## src/design/assert_macros.svh

```systemverilog
// assertion macros shared by the rtl
`ifndef ASSERT_MACROS_SVH
`define ASSERT_MACROS_SVH

`ifndef ASSERT_OFF

// condition holds at every clock edge outside reset
`define ASSERT_ALWAYS(name, clk, rst, cond) \
   name: assert property (@(posedge clk) disable iff (rst) (cond)) \
      else $error("assertion failed");

// consequent holds in the cycle after the antecedent
`define ASSERT_NEXT(name, clk, rst, ante, cons) \
   name: assert property (@(posedge clk) disable iff (rst) (ante) |=> (cons)) \
      else $error("assertion failed");

// consequent holds in the same cycle as the antecedent
`define ASSERT_IMPLIES(name, clk, rst, ante, cons) \
   name: assert property (@(posedge clk) disable iff (rst) (ante) |-> (cons)) \
      else $error("assertion failed");

`else

`define ASSERT_ALWAYS(name, clk, rst, cond)
`define ASSERT_NEXT(name, clk, rst, ante, cons)
`define ASSERT_IMPLIES(name, clk, rst, ante, cons)

`endif

`endif

```

## src/design/trq_pkg.sv

```systemverilog
`default_nettype none

package trq_pkg;

   // command codes carried by a request transaction
   typedef enum logic [2:0] {
      OP_ENQUEUE = 3'd0,
      OP_DEQUEUE = 3'd1,
      OP_EXTRACT = 3'd2,
      OP_REMOVE  = 3'd3,
      OP_PEEK    = 3'd4,
      OP_COUNT   = 3'd5
   } opcode_type;

   // result status codes
   typedef enum logic [1:0] {
      STAT_OK        = 2'd0,
      STAT_EMPTY     = 2'd1,
      STAT_FULL      = 2'd2,
      STAT_NOT_FOUND = 2'd3
   } status_type;

   // command broadcast to every slot cell
   typedef enum logic [1:0] {
      CELL_HOLD,
      CELL_WRITE,
      CELL_ROTATE,
      CELL_DROP
   } cell_cmd_type;

   // sequencer states
   typedef enum logic [1:0] {
      ST_IDLE,
      ST_SCAN,
      ST_SWEEP
   } state_type;

endpackage

`default_nettype wire

```

## src/design/trq_cell.sv

```systemverilog
`default_nettype none

module trq_cell
   import trq_pkg::*;
#(
   parameter int INDEX          = 0,
   parameter int COUNT_W        = 5,
   parameter int ID_WIDTH       = 8,
   parameter int PRIORITY_WIDTH = 8
) (
   input  wire logic                      clock,
   input  wire cell_cmd_type              cmd,
   input  wire logic [COUNT_W-1:0]        count,
   input  wire logic [ID_WIDTH-1:0]       wr_id,
   input  wire logic [PRIORITY_WIDTH-1:0] wr_pri,
   input  wire logic [ID_WIDTH-1:0]       next_id,
   input  wire logic [PRIORITY_WIDTH-1:0] next_pri,
   input  wire logic [ID_WIDTH-1:0]       wrap_id,
   input  wire logic [PRIORITY_WIDTH-1:0] wrap_pri,
   output logic [ID_WIDTH-1:0]            id,
   output logic [PRIORITY_WIDTH-1:0]      pri
);

   logic [ID_WIDTH-1:0]       id_ff,  id_in;
   logic [PRIORITY_WIDTH-1:0] pri_ff, pri_in;
   logic                      at_tail;
   logic                      is_last;

   // position of this slot relative to the fill level
   assign at_tail = (count == COUNT_W'(INDEX));
   assign is_last = (count == COUNT_W'(INDEX + 1));

   // slot update: hold, load at the tail, shift toward the head, or wrap the head round
   always_comb begin
      id_in  = id_ff;
      pri_in = pri_ff;
      unique case (cmd)
         CELL_HOLD: begin
         end
         CELL_WRITE: begin
            if (at_tail) begin
               id_in  = wr_id;
               pri_in = wr_pri;
            end
         end
         CELL_ROTATE: begin
            if (is_last) begin
               id_in  = wrap_id;
               pri_in = wrap_pri;
            end else begin
               id_in  = next_id;
               pri_in = next_pri;
            end
         end
         CELL_DROP: begin
            id_in  = next_id;
            pri_in = next_pri;
         end
         default: begin
         end
      endcase
   end

   always_ff @(posedge clock) begin
      id_ff  <= id_in;
      pri_ff <= pri_in;
   end

   assign id  = id_ff;
   assign pri = pri_ff;

endmodule

`default_nettype wire

```

## src/design/task_ready_queue_fifo_priority.sv

```systemverilog
// task ready queue: a bounded queue of (id, priority) entries in arrival order
//
// request channel (req_valid / req_stall) carries an opcode, a task id and a
// priority; every accepted transaction gives exactly one response transaction
// on rsp_valid / rsp_stall with status, id, priority, count and empty flag.
// enqueue, dequeue, peek, count: result registered in the cycle after acceptance,
// one transaction per cycle sustained while the response side does not stall.
// remove by id: the slot cells rotate the queue once past the head compare
// and drop the first match on the way.
// extract highest priority: one rotation finds the maximum (ties to the
// entry nearest the head), a second rotation drops it.
// no new request is taken while a remove or extract is in progress.
// reset clears the fill count and the response valid flag; the queue is empty.
// a stalled response holds in the output register; a request is still taken
// in the cycle that the pending response is taken.
`default_nettype none

module task_ready_queue_fifo_priority
   import trq_pkg::*;
#(
   parameter int DEPTH          = 16,
   parameter int ID_WIDTH       = 8,
   parameter int PRIORITY_WIDTH = 8
) (
   input  wire logic                       clock,
   input  wire logic                       reset,
   input  wire logic                       req_valid,
   output logic                            req_stall,
   input  wire logic [2:0]                 req_opcode,
   input  wire logic [ID_WIDTH-1:0]        req_task_id,
   input  wire logic [PRIORITY_WIDTH-1:0]  req_task_priority,
   output logic                            rsp_valid,
   input  wire logic                       rsp_stall,
   output logic [1:0]                      rsp_status,
   output logic [ID_WIDTH-1:0]             rsp_out_task_id,
   output logic [PRIORITY_WIDTH-1:0]       rsp_out_priority,
   output logic [$clog2(DEPTH+1)-1:0]      rsp_entry_count,
   output logic                            rsp_is_empty
);

`include "assert_macros.svh"

   localparam int COUNT_W = $clog2(DEPTH + 1);
   localparam int IDX_W   = $clog2(DEPTH);

   // slot chain
   logic [ID_WIDTH-1:0]       cell_id  [DEPTH];
   logic [PRIORITY_WIDTH-1:0] cell_pri [DEPTH];
   logic [ID_WIDTH-1:0]       nxt_id   [DEPTH];
   logic [PRIORITY_WIDTH-1:0] nxt_pri  [DEPTH];
   cell_cmd_type              cmd;

   // sequencer state
   state_type                 state_ff, state_in;
   logic [COUNT_W-1:0]        count_ff, count_in;
   logic [COUNT_W-1:0]        len_ff, len_in;
   logic [IDX_W-1:0]          step_ff, step_in;
   logic [IDX_W-1:0]          best_idx_ff, best_idx_in;
   logic [ID_WIDTH-1:0]       best_id_ff, best_id_in;
   logic [PRIORITY_WIDTH-1:0] best_pri_ff, best_pri_in;
   logic                      found_ff, found_in;
   logic                      extract_ff, extract_in;
   logic [ID_WIDTH-1:0]       key_ff, key_in;

   // response register
   logic                      rsp_valid_ff, rsp_valid_in;
   status_type                rsp_status_ff, rsp_status_in;
   logic [ID_WIDTH-1:0]       rsp_id_ff, rsp_id_in;
   logic [PRIORITY_WIDTH-1:0] rsp_pri_ff, rsp_pri_in;
   logic [COUNT_W-1:0]        rsp_count_ff;
   logic                      rsp_load;

   logic                      accept;
   logic                      rsp_free;
   logic                      step_last;
   logic                      drop_now;
   logic                      is_empty_now;
   logic                      is_full_now;

   // slot cells, each but the last fed by its neighbour toward the tail
   for (genvar i = 0; i < DEPTH; i++) begin : g_cell
      if (i == DEPTH - 1) begin : g_end
         assign nxt_id[i]  = cell_id[i];
         assign nxt_pri[i] = cell_pri[i];
      end else begin : g_mid
         assign nxt_id[i]  = cell_id[i+1];
         assign nxt_pri[i] = cell_pri[i+1];
      end

      trq_cell #(
         .INDEX          (i),
         .COUNT_W        (COUNT_W),
         .ID_WIDTH       (ID_WIDTH),
         .PRIORITY_WIDTH (PRIORITY_WIDTH)
      ) u_cell (
         .clock    (clock),
         .cmd      (cmd),
         .count    (count_ff),
         .wr_id    (req_task_id),
         .wr_pri   (req_task_priority),
         .next_id  (nxt_id[i]),
         .next_pri (nxt_pri[i]),
         .wrap_id  (cell_id[0]),
         .wrap_pri (cell_pri[0]),
         .id       (cell_id[i]),
         .pri      (cell_pri[i])
      );
   end

   // handshake
   assign rsp_free  = !rsp_valid_ff || !rsp_stall;
   assign req_stall = !((state_ff == ST_IDLE) && rsp_free);
   assign accept    = req_valid && !req_stall;

   assign is_empty_now = (count_ff == '0);
   assign is_full_now  = (count_ff == COUNT_W'(DEPTH));
   assign step_last    = (COUNT_W'(step_ff) == (len_ff - COUNT_W'(1)));
   assign drop_now     = extract_ff ? (step_ff == best_idx_ff)
                                    : (!found_ff && (cell_id[0] == key_ff));

   // next state
   always_comb begin
      state_in = state_ff;
      unique case (state_ff)
         ST_IDLE: begin
            if (accept && !is_empty_now) begin
               if (req_opcode == OP_EXTRACT) begin
                  state_in = ST_SCAN;
               end else if (req_opcode == OP_REMOVE) begin
                  state_in = ST_SWEEP;
               end
            end
         end
         ST_SCAN: begin
            if (step_last) begin
               state_in = ST_SWEEP;
            end
         end
         ST_SWEEP: begin
            if (step_last) begin
               state_in = ST_IDLE;
            end
         end
         default: state_in = ST_IDLE;
      endcase
   end

   // cell commands, counters and response contents
   always_comb begin
      cmd           = CELL_HOLD;
      count_in      = count_ff;
      len_in        = len_ff;
      step_in       = step_ff;
      best_idx_in   = best_idx_ff;
      best_id_in    = best_id_ff;
      best_pri_in   = best_pri_ff;
      found_in      = found_ff;
      extract_in    = extract_ff;
      key_in        = key_ff;
      rsp_load      = 1'b0;
      rsp_status_in = STAT_OK;
      rsp_id_in     = '0;
      rsp_pri_in    = '0;
      unique case (state_ff)
         ST_IDLE: begin
            if (accept) begin
               len_in     = count_ff;
               step_in    = '0;
               found_in   = 1'b0;
               key_in     = req_task_id;
               extract_in = (req_opcode == OP_EXTRACT);
               unique case (req_opcode)
                  OP_ENQUEUE: begin
                     rsp_load = 1'b1;
                     if (is_full_now) begin
                        rsp_status_in = STAT_FULL;
                     end else begin
                        cmd      = CELL_WRITE;
                        count_in = count_ff + COUNT_W'(1);
                     end
                  end
                  OP_DEQUEUE: begin
                     rsp_load = 1'b1;
                     if (is_empty_now) begin
                        rsp_status_in = STAT_EMPTY;
                     end else begin
                        cmd        = CELL_DROP;
                        count_in   = count_ff - COUNT_W'(1);
                        rsp_id_in  = cell_id[0];
                        rsp_pri_in = cell_pri[0];
                     end
                  end
                  OP_PEEK: begin
                     rsp_load = 1'b1;
                     if (is_empty_now) begin
                        rsp_status_in = STAT_EMPTY;
                     end else begin
                        rsp_id_in  = cell_id[0];
                        rsp_pri_in = cell_pri[0];
                     end
                  end
                  OP_EXTRACT: begin
                     if (is_empty_now) begin
                        rsp_load      = 1'b1;
                        rsp_status_in = STAT_EMPTY;
                     end
                  end
                  OP_REMOVE: begin
                     if (is_empty_now) begin
                        rsp_load      = 1'b1;
                        rsp_status_in = STAT_NOT_FOUND;
                     end
                  end
                  OP_COUNT: begin
                     rsp_load = 1'b1;
                  end
                  default: begin
                     rsp_load = 1'b1;
                  end
               endcase
            end
         end
         // first rotation: track the highest priority, earliest wins ties
         ST_SCAN: begin
            cmd = CELL_ROTATE;
            if ((step_ff == '0) || (cell_pri[0] > best_pri_ff)) begin
               best_idx_in = step_ff;
               best_id_in  = cell_id[0];
               best_pri_in = cell_pri[0];
            end
            step_in = step_last ? '0 : step_ff + IDX_W'(1);
         end
         // second rotation: drop the chosen entry as it reaches the head
         ST_SWEEP: begin
            if (drop_now) begin
               cmd      = CELL_DROP;
               found_in = 1'b1;
               count_in = count_ff - COUNT_W'(1);
            end else begin
               cmd = CELL_ROTATE;
            end
            step_in = step_ff + IDX_W'(1);
            if (step_last) begin
               rsp_load      = 1'b1;
               rsp_status_in = (found_ff || drop_now) ? STAT_OK : STAT_NOT_FOUND;
               if (extract_ff) begin
                  rsp_id_in  = best_id_ff;
                  rsp_pri_in = best_pri_ff;
               end
            end
         end
         default: begin
         end
      endcase
   end

   assign rsp_valid_in = rsp_load || (rsp_valid_ff && rsp_stall);

   // control registers
   always_ff @(posedge clock) begin
      if (reset) begin
         state_ff     <= ST_IDLE;
         count_ff     <= '0;
         rsp_valid_ff <= 1'b0;
      end else begin
         state_ff     <= state_in;
         count_ff     <= count_in;
         rsp_valid_ff <= rsp_valid_in;
      end
   end

   // sequencer working registers
   always_ff @(posedge clock) begin
      len_ff      <= len_in;
      step_ff     <= step_in;
      best_idx_ff <= best_idx_in;
      best_id_ff  <= best_id_in;
      best_pri_ff <= best_pri_in;
      found_ff    <= found_in;
      extract_ff  <= extract_in;
      key_ff      <= key_in;
   end

   // response payload
   always_ff @(posedge clock) begin
      if (rsp_load) begin
         rsp_status_ff <= rsp_status_in;
         rsp_id_ff     <= rsp_id_in;
         rsp_pri_ff    <= rsp_pri_in;
         rsp_count_ff  <= count_in;
      end
   end

   assign rsp_valid        = rsp_valid_ff;
   assign rsp_status       = rsp_status_ff;
   assign rsp_out_task_id  = rsp_id_ff;
   assign rsp_out_priority = rsp_pri_ff;
   assign rsp_entry_count  = rsp_count_ff;
   assign rsp_is_empty     = (rsp_count_ff == '0);

   // checks
   `ASSERT_ALWAYS(a_count_bound, clock, reset, count_ff <= COUNT_W'(DEPTH))
   `ASSERT_IMPLIES(a_busy_no_rsp, clock, reset, state_ff != ST_IDLE, !rsp_valid_ff)
   `ASSERT_NEXT(a_scan_keeps_count, clock, reset, state_ff == ST_SCAN, count_ff == $past(count_ff))
   `ASSERT_IMPLIES(a_single_drop, clock, reset, (state_ff == ST_SWEEP) && found_ff, cmd != CELL_DROP)

endmodule

`default_nettype wire

```

## config.mk

```make
export PLATFORM = sky130hd
export DESIGN_NAME = task_ready_queue_fifo_priority
export DESIGN_NICKNAME = d
export VERILOG_FILES = /design/src/design/trq_pkg.sv /design/src/design/trq_cell.sv /design/src/design/task_ready_queue_fifo_priority.sv
export VERILOG_INCLUDE_DIRS = /design/src /design/src/design
export SDC_FILE = /design/constraint.sdc
export NUM_CORES = 1
export LEC_CHECK = 0
export BUFFER_PORTS_ARGS = -buffer_cell sky130_fd_sc_hd__buf_2
export CORE_MARGIN = 1
export CORE_UTILIZATION = 35
export DETAILED_ROUTE_END_ITERATION = 8
export PLACE_DENSITY = 0.6
export SKIP_CTS_REPAIR_TIMING = 1
export SLEW_MARGIN = 10
export SYNTH_ARGS = -nofsm -noshare
export SYNTH_HDL_FRONTEND = slang
export SYNTH_HIERARCHICAL = 1
export SYNTH_SLANG_ARGS = --single-unit
```

## constraint.sdc

```tcl
create_clock -name clock -period 5.18 [get_ports clock]
set_input_delay 0.518 -clock clock [delete_from_list [all_inputs] [get_ports clock]]
set_output_delay 0.518 -clock clock [all_outputs]
set_load 0.01 [all_outputs]
```

Word-level counts from Yosys, hierarchy flattened
Index checks and enable logic that the tools add are counted.
{ "op_classes": {"addsub": 4, "mul": 0, "n_div": 0, "n_lt_le_gt_ge": 1, "n_eq_ne": 52, "shifts": 0, "n_mux": 146, "bitwise_logic": 0, "reduce_logical": 47} }
{ "op_table": {"columns": ["operator", "count"], "rows": [
  ["$pmux 8 s3", 30],
  ["$mux 8", 74],
  ["$pmux 8 s2", 4],
  ["$eq 5x4->1 const B", 8],
  ["$ne 2x1->1 const B", 17],
  ["$reduce_and 2->1", 17],
  ["$mux 2", 12],
  ["$eq 5x3->1 const B", 4],
  ["$mux 5", 4],
  ["$pmux 5 s2", 2],
  ["$pmux 2 s3", 3],
  ["$ne 2x2->1 const B", 6],
  ["$pmux 4 s3", 1],
  ["$eq 5x2->1 const B", 2],
  ["$logic_not 5->1", 2],
  ["$mux 1", 10],
  ["$sub 5x1->5 const B", 2],
  ["$reduce_and 3->1", 3],
  ["$eq 8x8->1", 1],
  ["$gt 8x8->1", 1],
  ["$mux 4", 2],
  ["$pmux 2 s2", 2],
  ["$eq 2x2->1 const B", 3],
  ["$eq 3x2->1 const B", 2],
  ["other kinds (22)", 38]
]} }
{ "totals": {"register_bits": 326, "latchBits": 0, "ramBits": 0, "romBits": 0, "in_bits": 23, "output_inout_bits": 26, "elab_cells": 297, "memories": 0} }

Longest topological paths before layout
{ "logic_depth": {"depth_word": 9, "mapped_depth": 12, "ltp_nobuf": 9} }

Hierarchy
The synthesis kept the hierarchy.
{ "by_module_without_submodules": {"columns": ["mod", "n_inst", "cells_per_inst", "area_per_inst_um2"], "rows": [
  ["task_ready_queue_fifo_priority", 1, 308, 3613.5],
  ["trq_cell at g_cell[10].u_cell ...", 3, 96, 914.6],
  ["trq_cell at g_cell[2].u_cell ...", 3, 96, 912.1],
  ["trq_cell at g_cell[5].u_cell ...", 2, 112, 998.5],
  ["trq_cell at g_cell[1].u_cell", 1, 99, 1042.2],
  ["trq_cell at g_cell[13].u_cell", 1, 111, 973.4],
  ["trq_cell at g_cell[3].u_cell", 1, 95, 918.4],
  ["trq_cell at g_cell[11].u_cell", 1, 95, 917.1],
  ["trq_cell at g_cell[15].u_cell", 1, 96, 915.9],
  ["trq_cell at g_cell[7].u_cell", 1, 97, 915.9],
  ["trq_cell at g_cell[0].u_cell", 1, 96, 907.1],
  ["trq_cell at g_cell[14].u_cell", 1, 96, 904.6]
]} }

Worst setup path after synthesis
No wires, ideal clock.
{ "synth_timing": {"path_kind": "reg-to-reg", "startpoint": "register count_ff[0]", "endpoint": "register g_cell[13].u_cell.id_ff[0] (enable)", "setup_time_ns": 0.414, "t_arrival_ns": 5.251, "required_time_ns": 4.766, "setup_slack_ns": -0.485, "path_stages_with_launch": 9, "n_path_buf": 1, "period_less_slack_ns": 5.665, "cell_sequence": "dfxtp_1 inv_1 ha_1 or3b_1 buf_2 o21ai_0 a21oi_1 nand2_1 o31ai_1"} }
{ "synth_via": {"elab_chain_cells": 8, "word_cells_on_any_way": 14} }
{ "synth_rtl": {"columns": ["element", "line_no", "source"], "rows": [
  ["from (decl)", "task_ready_queue_fifo_priority.sv:55", "logic [COUNT_W-1:0] count_ff, count_in;"],
  ["from (signal assigned)", "task_ready_queue_fifo_priority.sv:267", "count_ff <= count_in;"],
  ["$eq 5x5->1 / $logic_not 5->1 (equally long branches)", "task_ready_queue_fifo_priority.sv:116, task_ready_queue_fifo_priority.sv:115", null],
  ["$mux 1 / $mux 2 (equally long branches)", "task_ready_queue_fifo_priority.sv:175, task_ready_queue_fifo_priority.sv:184", null],
  ["$pmux 2 s2 *", "task_ready_queue_fifo_priority.sv:172", "unique case (req_opcode)"],
  ["$mux 2 *", "task_ready_queue_fifo_priority.sv:166", "if (accept) begin"],
  ["$pmux 2 s3 *", "task_ready_queue_fifo_priority.sv:164", "unique case (state_ff)"],
  ["via cmd[0]", "task_ready_queue_fifo_priority.sv:51", "cell_cmd_type cmd;"],
  ["$eq 2x1->1 (tied with other cells)", "trq_cell.sv:37", "unique case (cmd)"],
  ["$ne 2x1->1 (no source line) / $reduce_bool 3->1 (equally long branches)", null, null],
  ["$reduce_and 2->1 (no source line) *", null, null],
  ["to (signal assigned)", "trq_cell.sv:65", "id_ff <= id_in;"],
  ["to (decl)", "trq_cell.sv:24", "logic [ID_WIDTH-1:0] id_ff, id_in;"]
]} }
The timed path passes the listed nets; every way through them passes the cells marked *.
A chain may end at the register's enable or synchronous reset.

Worst setup path after layout
{ "layout_timing": {"startpoint": "register state_ff[1]", "endpoint": "register g_cell[9].u_cell.pri_ff[4], data pin"} }
{ "layout_via": {"elab_chain_cells": 7, "word_cells_on_any_way": 11} }
{ "layout_rtl": {"columns": ["element", "line_no", "source"], "rows": [
  ["from (decl)", "task_ready_queue_fifo_priority.sv:54", "state_type state_ff, state_in;"],
  ["from (signal assigned)", "task_ready_queue_fifo_priority.sv:266", "state_ff <= state_in;"],
  ["$logic_not 2->1", "task_ready_queue_fifo_priority.sv:112, task_ready_queue_fifo_priority.sv:164", null],
  ["$logic_and 1x1->1", "task_ready_queue_fifo_priority.sv:112", "assign req_stall = !((state_ff == ST_IDLE) && rsp_free);"],
  ["$logic_and 1x1->1", "task_ready_queue_fifo_priority.sv:113", "assign accept = req_valid && !req_stall;"],
  ["$mux 2", "task_ready_queue_fifo_priority.sv:166", null],
  ["$pmux 2 s3 *", "task_ready_queue_fifo_priority.sv:164", null],
  ["via cmd[1]", "task_ready_queue_fifo_priority.sv:51", null],
  ["$eq 2x2->1 (tied with other cells)", null, null],
  ["$pmux 8 s3 *", "trq_cell.sv:37", null],
  ["via g_cell[9].u_cell.pri_in[4]", "trq_cell.sv:25", "logic [PRIORITY_WIDTH-1:0] pri_ff, pri_in;"],
  ["to (signal assigned)", "trq_cell.sv:66", "pri_ff <= pri_in;"],
  ["to (decl)", "trq_cell.sv:25", null]
]} }
Marks and branches as above.

==> results.toml <==
[synth]
synth_top_area_share = 0.514
ys_ff_latch = 326
ys_async_sr_fraction = 0
yosysWarnings = 6
synth_cells = 1893
synth_compound_area_frac = 0.214
synth_fp_nets = 1934
synthSimpleGateAreaFrac = 0.168
yosysTopAreaCell = "edfxtp_1"
synth_edf_count = 318
yosysSeqAreaShare = 0.522
synth_top_flop_cell = "edfxtp_1"
yosysUniqueCellTypes = 77
synthAdderAreaFrac = 0.0121
synth_top_family_by_area = "compound AO/OA/AOI/OAI gates"
synth_xor_area_frac = 0.0113
synth_mux_area_frac = 0
synthTopCellsByArea = "edfxtp_1 51%, a31oi_1 6.9%, nand3_1 5.5%"
netlist_area_mm2 = 0.0186
avgSynthCellArea_um2 = 9.82

[timing]
period_share = 0.762
clock.fmax_mhz = 253
slew_headroom = 0.218
totalNegativeSetupSlack_ns = 0
rsz0062_at_grt = "false"
hold_violations = 0
slew_viol_final = 0
setup_viol = 0
min_period_ns = 3.95
worstMarginPinSlew_ns = 1.17
skew_ns = 0.0360

[clock_tree]
path_clk_slew_ns = 0.07
cts_root_buffer = "clkbuf_16"
cts_tree = "yes"
clkLatencyLatePin_ns = 0.56
cts_max_level = 2
clkSinkCount = 326
cts-buffers-inserted = 38
cts.path.max_buffers = 3

[setup_path]
regToRegSetupSlack_ns = 1.23
critPathArrivalTime_ns = 4.22
worst_setup_path_end_kind = "flop"
required_ns = 5.45
critPathLaunchType = "flop"
worstSetupPathType = "reg2reg"
critPathMaxFanout = 160

[drt]
vias = 15044
wl_per_cell_um = 20.8
post-route-drc-count = 0
routed_via_density = 5.87
first_pass_iters = 5
wl_mm = 53.3
drt_iter0_markers = 1363
final_antenna_net_count = 0

[outcome]
status = "finished clean"

[pwr]
power_leakage_uw = 0.00649
vdd_drop_max_mv = 0.242
power_per_cell_area_mw_per_mm2 = 514
power_uw = 10500

[layout]
multi_input_area_mm2 = 0.00759
syn_to_final_growth_pct = 9.52
final_cell_mix = "318 x edfxtp_1, 267 x nor2_1, 204 x a31oi_1"
postLayoutCellArea_mm2 = 0.0204
final_common_cell = "edfxtp_1"
regArea_mm2 = 0.00971
nets = 1888
drive_gt1_frac = 0.111
fillers = 5049

[global_routing]
grt_overflow = 0
grt_pass1_vias = 13816
antenna_found_initial = 3
grt_first_pass_wirelength_mm = 81.5
grt_use_total = 0.194
grt_max_degree = 161

[run]
max_cap_viol_count = 0

[place]
place_area_mm2 = 0.0191
dp_hpwl_mm = 32.1
portBuffers = 48
place_congestion = 0.846

[floorplanning]
dieArea_mm2 = 0.0540
die_w_um = 232
ios = 49
initial_core_util = 0.354
core_mm2 = 0.0526
rows = 84
die_h_um = 232

[min_path]
min_path_type = "in2reg"
-- cell families (layout without fill, tap and decap cells) --
logic type | Yosys count | in the layout
XOR/XNOR | 24 | 24
AO/OA/AOI/OAI | 637 | 637
flip-flops | 326 | 326
buffers and inverters | 275 | 258
other | 0 | 1
adder cells (fa/ha/maj) | 18 | 18
AND/OR/NAND/NOR | 613 | 613
-- Yosys cell counts, drive strengths merged, types with 14 or more instances --
library cell  count
edfxtp          318
nor2            267
o21ai           250
a31oi           204
nand3           204
inv             101
clkbuf           99
buf              75
a21oi            56
o31a             40
nand2            30
ha               18
a22o             16
xor2             16
nand2b           15
o211ai           15
nor2b            14
or3              14
-- through the flow --
step	utilization	setup WS [ns]	hold slack [ns]	cells
3_3_place_gp	0.363	1.47	0.480	2495
5_1_grt	0.387	0.990	0.232	2564
4_1_cts	0.387	1.33	0.201	2564
6_report	0.387	1.23	0.220	2565
2_1_floorplan	-	0.123	0.421	1893
3_5_place_dp	0.363	1.35	0.486	2495
-- layout make-up --
cell class | instances | share of cell area
flip-flops and latches | 326 | 0.477
repair buffers | 88 | 0.0272
well taps | 688 | 0.0423
clock buffers | 44 | 0.0478
clock inverters | 25 | 0.0141
multi-input cells | 1292 | 0.373
inverters | 101 | 0.0186
diodes | 1 | 0.000123
-- layer usage --
metal	routed length, um	global-route usage	vias up
li1	-	-	7040
met1	22200	0.254	7286
met2	25700	0.320	597
met3	3690	0.0317	117
met4	1610	0.0695	4
met5	33	0	-
-- flip-flops by register name, indices dropped and copies added (netlist names), 4 cells and up --
signal,count
g_cell.u_cell/pri,128
best_pri_ff,8
g_cell.u_cell/id,128
step_ff,4
key_ff,8
best_idx_ff,4
rsp_entry_count,5
len_ff,5
best_id_ff,8
rsp_out_task_id,8
count_ff,5
rsp_out_priority,8
-- final timing paths --
kind	from	end	cells after the start
max	state_ff[1]	g_cell[9].u_cell/pri[4]	10
min	rsp_stall	rsp_valid	3
max reg2reg	state_ff[1]	g_cell[9].u_cell/pri[4]	10
min reg2reg	rsp_valid	rsp_valid	2
-- critical path: stages (launching register included) --
cell and delay, ns:
dfxtp_1 0.35, inv_1 0.12, ha_1 0.44, a21boi_2 0.34, and3_1 0.39, nand3_1 0.23
a21oi_4 0.23, buf_12 0.49, buf_4 0.65, o31a_1 0.24, a21oi_1 0.06
-- report_power, final --
group          internal (uW)  leakage [uW]  switching [uW]
clock                   1650      0.000610            1100
combinational           1010       0.00288            2450
sequential              4010       0.00300             243
No activity file was read; power rests on OpenSTA's default activity.
